File: config.mk
export PLATFORM = sky130hd
export DESIGN_NAME = decade_prescaled_timer_bank_top
export DESIGN_NICKNAME = d
export VERILOG_FILES = /design/src/rtl/core/dtb_pkg.sv /design/src/rtl/core/dtb_prescaler.sv /design/src/rtl/core/dtb_timer_bank.sv /design/src/rtl/core/decade_prescaled_timer_bank_top.sv
export SDC_FILE = /design/constraint.sdc
export NUM_CORES = 1
export LEC_CHECK = 0
export ABC_AREA = 1
export BUFFER_PORTS_ARGS = -buffer_cell sky130_fd_sc_hd__buf_2
export CORE_UTILIZATION = 37
export CTS_CLUSTER_DIAMETER = 150
export DETAILED_ROUTE_END_ITERATION = 8
export HOLD_SLACK_MARGIN = 0.06
export MAX_ROUTING_LAYER = met4
export PLACE_DENSITY = 0.65
export REMOVE_ABC_BUFFERS = 1
export SLEW_MARGIN = 20
export SYNTH_ARGS = -nofsm -noshare
export SYNTH_HDL_FRONTEND = slang
export SYNTH_SLANG_ARGS = --single-unit
File: constraint.sdc
create_clock -name aclk -period 2.7 [get_ports aclk]
set_clock_uncertainty 0.2 [all_clocks]
set_input_delay 0.405 -clock aclk [delete_from_list [all_inputs] [get_ports aclk]]
set_output_delay 0.405 -clock aclk [all_outputs]
set_load 0.05 [all_outputs]
File: src/rtl/core/dtb_pkg.sv
// Shared types and constants for the decade-prescaled timer bank.
// No dependencies; imported by every module in rtl/core.
`default_nettype none

package dtb_pkg;

    localparam int NUM_TIMERS  = 16;
    localparam int NUM_DECADES = 4;
    localparam int DECADE_BASE = 10;

    // Field widths of the transfer payload
    localparam int REQ_W   = 2;
    localparam int INDEX_W = 4;
    localparam int VALUE_W = 8;
    localparam int POWER_W = 3;

    // Bank index width; the bank is sized so this equals INDEX_W
    localparam int TIDX_W  = $clog2(NUM_TIMERS);
    localparam int DIGIT_W = $clog2(DECADE_BASE);

    // Last decade value before the wrap
    localparam logic [DIGIT_W-1:0] DIGIT_MAX = DIGIT_W'(DECADE_BASE - 1);

    // Highest index allocate may hand out
    localparam logic [TIDX_W-1:0] TIMER_LAST = TIDX_W'(NUM_TIMERS - 1);

    // Saturation bound for stored divider powers
    localparam logic [POWER_W-1:0] POWER_MAX = POWER_W'(NUM_DECADES);

    typedef enum logic [REQ_W-1:0] {
        REQ_TICK  = 2'd0,
        REQ_ALLOC = 2'd1,
        REQ_SET   = 2'd2,
        REQ_CHECK = 2'd3
    } req_t;

    // One request as it leaves the input register
    typedef struct packed {
        logic               fire;
        req_t               req;
        logic [INDEX_W-1:0] index;
        logic [VALUE_W-1:0] value;
        logic [POWER_W-1:0] power;
    } cmd_t;

    // Gate vector: bit p is high when decades 0..p-1 are all zero after a tick
    typedef logic [NUM_DECADES:0] gate_t;

endpackage

`default_nettype wire

File: src/rtl/core/dtb_prescaler.sv
// Decade prescaler chain: ripple-carry BCD-style counters.
// Depends on dtb_pkg.
`default_nettype none

module dtb_prescaler (
    input  wire logic          aclk,
    input  wire logic          aresetn,
    input  wire logic          tick_en,
    output dtb_pkg::gate_t     gate
);
    import dtb_pkg::*;

    logic [DIGIT_W-1:0] decade_reg  [NUM_DECADES];
    logic [DIGIT_W-1:0] decade_next [NUM_DECADES];
    logic [NUM_DECADES:0] carry;

    // Ripple increment with wrap at the base
    always_comb begin
        carry[0] = 1'b1;
        for (int d = 0; d < NUM_DECADES; d++) begin
            if (carry[d]) begin
                if (decade_reg[d] == DIGIT_MAX) begin
                    decade_next[d] = '0;
                    carry[d+1]     = 1'b1;
                end else begin
                    decade_next[d] = decade_reg[d] + 1'b1;
                    carry[d+1]     = 1'b0;
                end
            end else begin
                decade_next[d] = decade_reg[d];
                carry[d+1]     = 1'b0;
            end
        end
    end

    // Gates use the post-tick decade values
    always_comb begin
        gate[0] = 1'b1;
        for (int d = 0; d < NUM_DECADES; d++) begin
            gate[d+1] = gate[d] & (decade_next[d] == '0);
        end
    end

    always_ff @(posedge aclk) begin
        if (!aresetn) begin
            for (int d = 0; d < NUM_DECADES; d++) begin
                decade_reg[d] <= '0;
            end
        end else if (tick_en) begin
            for (int d = 0; d < NUM_DECADES; d++) begin
                decade_reg[d] <= decade_next[d];
            end
        end
    end

endmodule

`default_nettype wire

File: src/rtl/core/dtb_timer_bank.sv
// Timer storage: counts, divider powers, allocation pointer, check logic.
// Depends on dtb_pkg; gate vector comes from dtb_prescaler.
`default_nettype none

module dtb_timer_bank (
    input  wire logic                        aclk,
    input  wire logic                        aresetn,
    input  wire dtb_pkg::cmd_t               cmd,
    input  wire dtb_pkg::gate_t              gate,
    output logic [dtb_pkg::INDEX_W-1:0]      alloc_index,
    output logic                             expired
);
    import dtb_pkg::*;

    logic [VALUE_W-1:0] count_reg  [NUM_TIMERS];
    logic [VALUE_W-1:0] count_next [NUM_TIMERS];
    logic [POWER_W-1:0] div_reg    [NUM_TIMERS];
    logic [POWER_W-1:0] div_next   [NUM_TIMERS];
    logic [TIDX_W-1:0]  highest_reg;
    logic [TIDX_W-1:0]  highest_next;
    logic [TIDX_W-1:0]  grant;
    logic [TIDX_W-1:0]  addr;
    logic [POWER_W-1:0] power_sat;
    logic               can_alloc;

    assign addr      = TIDX_W'(cmd.index);
    assign can_alloc = (highest_reg < TIMER_LAST);
    assign grant     = highest_reg + 1'b1;
    assign power_sat = (cmd.power > POWER_MAX) ? POWER_MAX : cmd.power;

    always_comb begin
        highest_next = highest_reg;
        for (int k = 0; k < NUM_TIMERS; k++) begin
            count_next[k] = count_reg[k];
            div_next[k]   = div_reg[k];
        end
        if (cmd.fire) begin
            case (cmd.req)
                REQ_TICK: begin
                    for (int k = 0; k < NUM_TIMERS; k++) begin
                        if ((TIDX_W'(k) <= highest_reg) && (count_reg[k] != '0)
                                && gate[div_reg[k]]) begin
                            count_next[k] = count_reg[k] - 1'b1;
                        end
                    end
                end
                REQ_ALLOC: begin
                    if (can_alloc) begin
                        highest_next   = grant;
                        div_next[grant] = power_sat;
                    end
                end
                REQ_SET: begin
                    count_next[addr] = cmd.value;
                end
                default: begin
                end
            endcase
        end
    end

    // Result fields, from pre-update state
    always_comb begin
        alloc_index = '0;
        expired     = 1'b0;
        case (cmd.req)
            REQ_ALLOC: begin
                if (can_alloc) begin
                    alloc_index = INDEX_W'(grant);
                end
            end
            REQ_CHECK: begin
                expired = (count_reg[addr] == '0);
            end
            default: begin
            end
        endcase
    end

    always_ff @(posedge aclk) begin
        if (!aresetn) begin
            highest_reg <= '0;
            for (int k = 0; k < NUM_TIMERS; k++) begin
                count_reg[k] <= '0;
                div_reg[k]   <= '0;
            end
        end else begin
            highest_reg <= highest_next;
            for (int k = 0; k < NUM_TIMERS; k++) begin
                count_reg[k] <= count_next[k];
                div_reg[k]   <= div_next[k];
            end
        end
    end

endmodule

`default_nettype wire

File: src/rtl/core/decade_prescaled_timer_bank_top.sv
// A request is held in the input register and executes as it moves to the result register.
// Throughput: one request per cycle while m_ready keeps the result register draining; a
//   held request waits in the input register while the result register is stalled.
// Reset: aresetn synchronous, active low; clears all timer counts, divider
//   powers, decades, allocation pointer and both valid flags.
// Depends on dtb_pkg, dtb_prescaler, dtb_timer_bank.
`default_nettype none

module decade_prescaled_timer_bank_top (
    input  wire logic                        aclk,
    input  wire logic                        aresetn,
    // request channel
    input  wire logic                        s_valid,
    output logic                             s_ready,
    input  wire logic [dtb_pkg::REQ_W-1:0]   s_req_type,
    input  wire logic [dtb_pkg::INDEX_W-1:0] s_timer_index,
    input  wire logic [dtb_pkg::VALUE_W-1:0] s_load_value,
    input  wire logic [dtb_pkg::POWER_W-1:0] s_div_power,
    // result channel
    output logic                             m_valid,
    input  wire logic                        m_ready,
    output logic [dtb_pkg::INDEX_W-1:0]      m_alloc_index,
    output logic                             m_expired
);
    import dtb_pkg::*;

    // Input register: holds one accepted transfer until it executes
    logic               in_valid_reg;
    logic [REQ_W-1:0]   in_req_reg;
    logic [INDEX_W-1:0] in_index_reg;
    logic [VALUE_W-1:0] in_value_reg;
    logic [POWER_W-1:0] in_power_reg;

    // Result register
    logic               out_valid_reg;
    logic [INDEX_W-1:0] out_alloc_reg;
    logic               out_expired_reg;

    logic               advance;
    logic               s_fire;
    cmd_t               cmd;
    gate_t              gate;
    logic [INDEX_W-1:0] bank_alloc;
    logic               bank_expired;

    // The held request executes (updates state) exactly when the result
    // register can take its result.
    assign advance = in_valid_reg && (!out_valid_reg || m_ready);
    assign s_ready = !in_valid_reg || advance;
    assign s_fire  = s_valid && s_ready;

    assign cmd.fire  = advance;
    assign cmd.req   = req_t'(in_req_reg);
    assign cmd.index = in_index_reg;
    assign cmd.value = in_value_reg;
    assign cmd.power = in_power_reg;

    dtb_prescaler u_prescaler (
        .aclk    (aclk),
        .aresetn (aresetn),
        .tick_en (advance && (cmd.req == REQ_TICK)),
        .gate    (gate)
    );

    dtb_timer_bank u_bank (
        .aclk        (aclk),
        .aresetn     (aresetn),
        .cmd         (cmd),
        .gate        (gate),
        .alloc_index (bank_alloc),
        .expired     (bank_expired)
    );

    // Valid flags
    always_ff @(posedge aclk) begin
        if (!aresetn) begin
            in_valid_reg  <= 1'b0;
            out_valid_reg <= 1'b0;
        end else begin
            if (s_fire) begin
                in_valid_reg <= 1'b1;
            end else if (advance) begin
                in_valid_reg <= 1'b0;
            end
            if (advance) begin
                out_valid_reg <= 1'b1;
            end else if (m_ready) begin
                out_valid_reg <= 1'b0;
            end
        end
    end

    // Payload registers, no reset needed
    always_ff @(posedge aclk) begin
        if (s_fire) begin
            in_req_reg   <= s_req_type;
            in_index_reg <= s_timer_index;
            in_value_reg <= s_load_value;
            in_power_reg <= s_div_power;
        end
        if (advance) begin
            out_alloc_reg   <= bank_alloc;
            out_expired_reg <= bank_expired;
        end
    end

    assign m_valid       = out_valid_reg;
    assign m_alloc_index = out_alloc_reg;
    assign m_expired     = out_expired_reg;

    // A result never carries both a grant and an expiry
    assert property (@(posedge aclk) disable iff (!aresetn)
        out_valid_reg |-> !(out_expired_reg && (out_alloc_reg != '0)))
        else $error("result carries both grant and expired");

    // An executed request always lands in the result register
    assert property (@(posedge aclk) disable iff (!aresetn)
        advance |=> out_valid_reg)
        else $error("executed request produced no result");

    // A held request that cannot execute is kept
    assert property (@(posedge aclk) disable iff (!aresetn)
        (in_valid_reg && !advance) |=> in_valid_reg)
        else $error("held request dropped");

endmodule

`default_nettype wire

==> summary.md <==
| Metric | Value |
|---|---|
| Insertion delay to the later sink of the worst-skew pair | `0.55 ns` |
| Internal power | `0.00630 W` |
| Max capacitance violation total | `0` |
| Number of enable-type register cells in the synthesized netlist | `38` |
| Worst slew slack as a fraction of its limit | `46.1%` |
| Hold depth | `2` |
| Most numerous cell on the critical path | `sky130_fd_sc_hd__nand2_2` |
| Maximum number of pins on one net before global-route repair | `106` |
| Flip-flop and latch count after synthesis | `224` |
| Layout area overhead | `19.8%` |
| Slowest CP cell | `sky130_fd_sc_hd__edfxtp_1` |
| TritonCTS clock tree | `built` |
| Worst IR drop on VDD | `0.000490 V` |
| Arrival time at the worst endpoint | `2.90 ns` |
| Min-delay worst type | `reg -> reg` |
| Launching point of the worst reg2reg path | `u_prescaler.decade_reg[1][1]` |
| Number of flip-flops in the largest register | `128` |
| Antenna diode count | `0` |
| TritonCTS buffer count | `27` |
| Path depth of the worst reg2reg path | `17` |
| Total vias in the final route | `14700` |
| Top cells by area in the synthesized netlist | `sky130_fd_sc_hd__dfxtp_1 26%, sky130_fd_sc_hd__a21oi_1 10%, sky130_fd_sc_hd__nand2_1 9.5%` |
| Count of nets left with antenna violations after detail routing | `0` |
| Global-route wire length before repair | `67.8 mm` |
| Part of the total power dissipated in the clock network | `41.0%` |
| Die width | `198 um` |
| Count of port buffers added during placement | `27` |
| Worst-case register-to-register setup slack | `0.04 ns` |
| Max Fclk | `376 MHz` |
| Share of synthesized area spent on multiplexers | `0%` |
| Final net count | `2278` |
| Xor/xnor cell area share of the yosys netlist | `2.85%` |
| Via density per instance | `5.34` |
| Routed wire per std cell | `16.2 um` |
| Top-area cell type share of the netlist area | `26.3%` |
| Sinks on the clock net | `224` |
| Root Driver | `sky130_fd_sc_hd__clkbuf_16` |
| Switching Share | `29.0%` |
| Number of global-route vias before repair | `13000` |
| Routability congestion estimate from global placement | `0.916` |
| Total net switching power | `0.00257 W` |
| Dominant combinational cell family by area after synthesis | `simple AND/OR/NAND/NOR gates` |
| Share of flip-flops with an asynchronous set or reset after synthesis | `0%` |
| Final Instance Area | `0.0170 sq mm` |
| Primary flip-flop cell chosen by synthesis mapping | `sky130_fd_sc_hd__dfxtp_1` |
| Effective utilization at floorplan | `37.6%` |
| Drt first pass iters | `6` |
| Number of antenna violations at the first check in global routing | `0` |
| Power per cell area | `523 mW/mm^2` |
| Level count of the clock H-tree | `1` |
| Result of the run | `finished clean` |
| Die Y | `198 um` |
| Worst hold margin | `0.271 ns` |
| Count of final max-slew check failures | `0` |
| Boundary pin count | `28` |
| Cell taking the most area after synthesis | `sky130_fd_sc_hd__dfxtp_1` |
| Residual DRC count | `0` |
| Die Area | `0.0390 sq mm` |
| Final period util | `98.5%` |
| Synthesized-area fraction occupied by adder cells | `3.27%` |
| Total GRT Usage | `22.2%` |
| Cell Chain, Critical Path | `inv_1 > nand2_1 > nor2_4 > nand3_4 > buf_4 > nor2_1 > a21oi_2 > nand2_2 > nor2_4 > buf_6 > nand4_1 > nand2_2 > nand2_2 > nand2_4 > buf_8 > a21oi_1 > nor2_1` |
| Register share of total power | `40.8%` |
| Number of standard-cell rows in the floorplan | `71` |
| Total overflow reported by the global router | `0` |
| Mean post-synth cell area | `6.67 sq um` |
| Min-delay src | `u_bank.div_reg[0][17]` |
| Maximum fanout along the worst path | `8` |
| CP max stage delay | `0.50 ns` |
| Clock Path Buffers | `3` |
| Overall power | `0.00887 W` |
| Leakage dissipation | `6.94 nW` |
| Worst setup startpoint | `u_prescaler.decade_reg[1][1]` |
| Fraction of the mapped netlist area in compound gates | `19.3%` |
| Share of layout cells above drive strength 1 | `13.9%` |
| Syn Inst Count | `2121` |
| Number of distinct library cells after synthesis | `40` |
| Summed instance area of the synthesized netlist | `0.0141 sq mm` |
| Most used standard cells in the synthesized netlist | `359 x sky130_fd_sc_hd__nand2_1, 335 x sky130_fd_sc_hd__nor2_1, 289 x sky130_fd_sc_hd__a21oi_1` |
| Final Hold Vio Count | `0` |
| Instance area after placement | `0.0151 sq mm` |
| Class of the most critical setup path | `reg -> reg` |
| Final count of negative-setup-slack endpoints | `0` |
| HPWL reported at the end of detailed placement | `28.3 mm` |
| Unrepaired setup endpoints after global routing | `yes` |
| Area fraction in and, or, nand and nor cells after synthesis | `30.7%` |
| Nature of the critical path startpoint | `flop` |
| Worst-Margin Slew | `0.807 ns` |
| Min cycle time layout | `2.66 ns` |
| Routed wire length | `44.6 mm` |
| Total of warnings raised by yosys | `0` |
| Sequential area share after synthesis | `34.4%` |
| Clock slew at reported path FFs | `0.06 ns` |
| Crit path capture type | `flop` |
| Std-Cell Core Area | `0.0377 sq mm` |
| Cell with the most instances after synthesis | `sky130_fd_sc_hd__nand2_1` |
| Comb power frac | `18.2%` |
| Iteration-0 DRC count of the detailed router | `1178` |
| Required time at the worst-slack endpoint | `2.94 ns` |
layer usage:
layer | global-route usage, % | share of wire, %
met1 | 29.5 | 45
met2 | 35.5 | 46
met3 | 2.36 | 6.9
met4 | 6.95 | 2.4
met5 | - | 0
cells in the final DEF, fill, tap and decap left out, drive strengths merged:
master / Yosys / routed
a32oi: 5 / 5
inv: 227 / 228
nand3: 131 / 131
nor3: 28 / 28
ha: 37 / 37
a41oi: 4 / 4
xnor2: 24 / 24
a32o: 1 / 1
dlygate4sd3: 0 / 20
a31oi: 4 / 4
o21ai: 147 / 147
nand4: 28 / 28
buf: 38 / 127
a311oi: 2 / 2
nand2: 379 / 388
nand3b: 51 / 51
o22ai: 29 / 29
clkbuf: 51 / 40
a21boi: 1 / 1
nor4: 10 / 10
dfxtp: 186 / 186
or2: 9 / 9
bufinv: 0 / 2
clkinv: 5 / 13
o31ai: 2 / 2
o311ai: 1 / 1
xor2: 22 / 22
edfxtp: 38 / 38
a21oi: 289 / 289
a22oi: 26 / 26
nor2: 346 / 347
critical path, delay by kind of cell (launching register included):
| kind | cells | cell delay (ns) |
|---|---|---|
| DFF | 1 | 0.50 |
| buffers and inverters | 4 | 0.55 |
| and+or+nand+nor | 11 | 1.10 |
| AOI/OAI and AO/OA | 2 | 0.21 |
what timing repair did:
item,4_1_cts,5_1_grt
hold endpoints to repair,27,0
setup buffers,4,16
cloned,1,11
pin swaps,3,31
hold buffers,20,0
setup endpoints to repair,34,128
resized for setup,9,116
worst paths after layout:
check,endpoint
max,u_bank.count_reg[1][3]
min,u_bank.div_reg[0][17]
max reg2reg,u_bank.count_reg[1][3]
min reg2reg,u_bank.div_reg[0][17]
area by class of cell:
cell class / instances / area (sq um)
Sequential cell: 224 / 4860
Timing Repair Buffer: 149 / 1300
Tap cell: 511 / 639
Multi-Input combinational cell: 1586 / 8410
Clock inverter: 11 / 104
Clock buffer: 38 / 769
Inverter: 232 / 871
Fill cell: 3799 / 20700
power by group through the flow:
| stage | Combinational (W) | Clock (W) | Sequential (W) |
|---|---|---|---|
| 6_report | 0.00162 | 0.00363 | 0.00362 |
| 4_1_cts | 0.00149 | 0.00370 | 0.00361 |
| 3_5_place_dp | 0.00145 | 0 | 0.00368 |
| 3_3_place_gp | 0.00143 | 0 | 0.00368 |
| 5_1_grt | 0.00179 | 0.00385 | 0.00363 |
| 2_1_floorplan | 0.000997 | 0 | 0.00367 |
cells by family (layout without fill, tap and decap cells):
| family | Yosys count | in the layout |
|---|---|---|
| flops | 224 | 224 |
| xor+xnor | 46 | 46 |
| simple gates | 982 | 992 |
| compound gates | 511 | 511 |
| buf+inv | 321 | 430 |
| fa+ha+maj | 37 | 37 |
through the flow:
stage | setup TNS [ns] | std cells | util [%] | setup slack (ns)
6_report | 0 | 2751 | 45.0 | 0.0412
5_1_grt | -4.28 | 2751 | 45.0 | -0.113
4_1_cts | 0 | 2724 | 43.3 | 0.00591
3_5_place_dp | -0.237 | 2650 | 40.2 | -0.0397
3_3_place_gp | 0 | 2650 | 40.2 | 0.0187
2_1_floorplan | -205.89 | 2032 | - | -1.86
(Power assumes the default switching activity.)
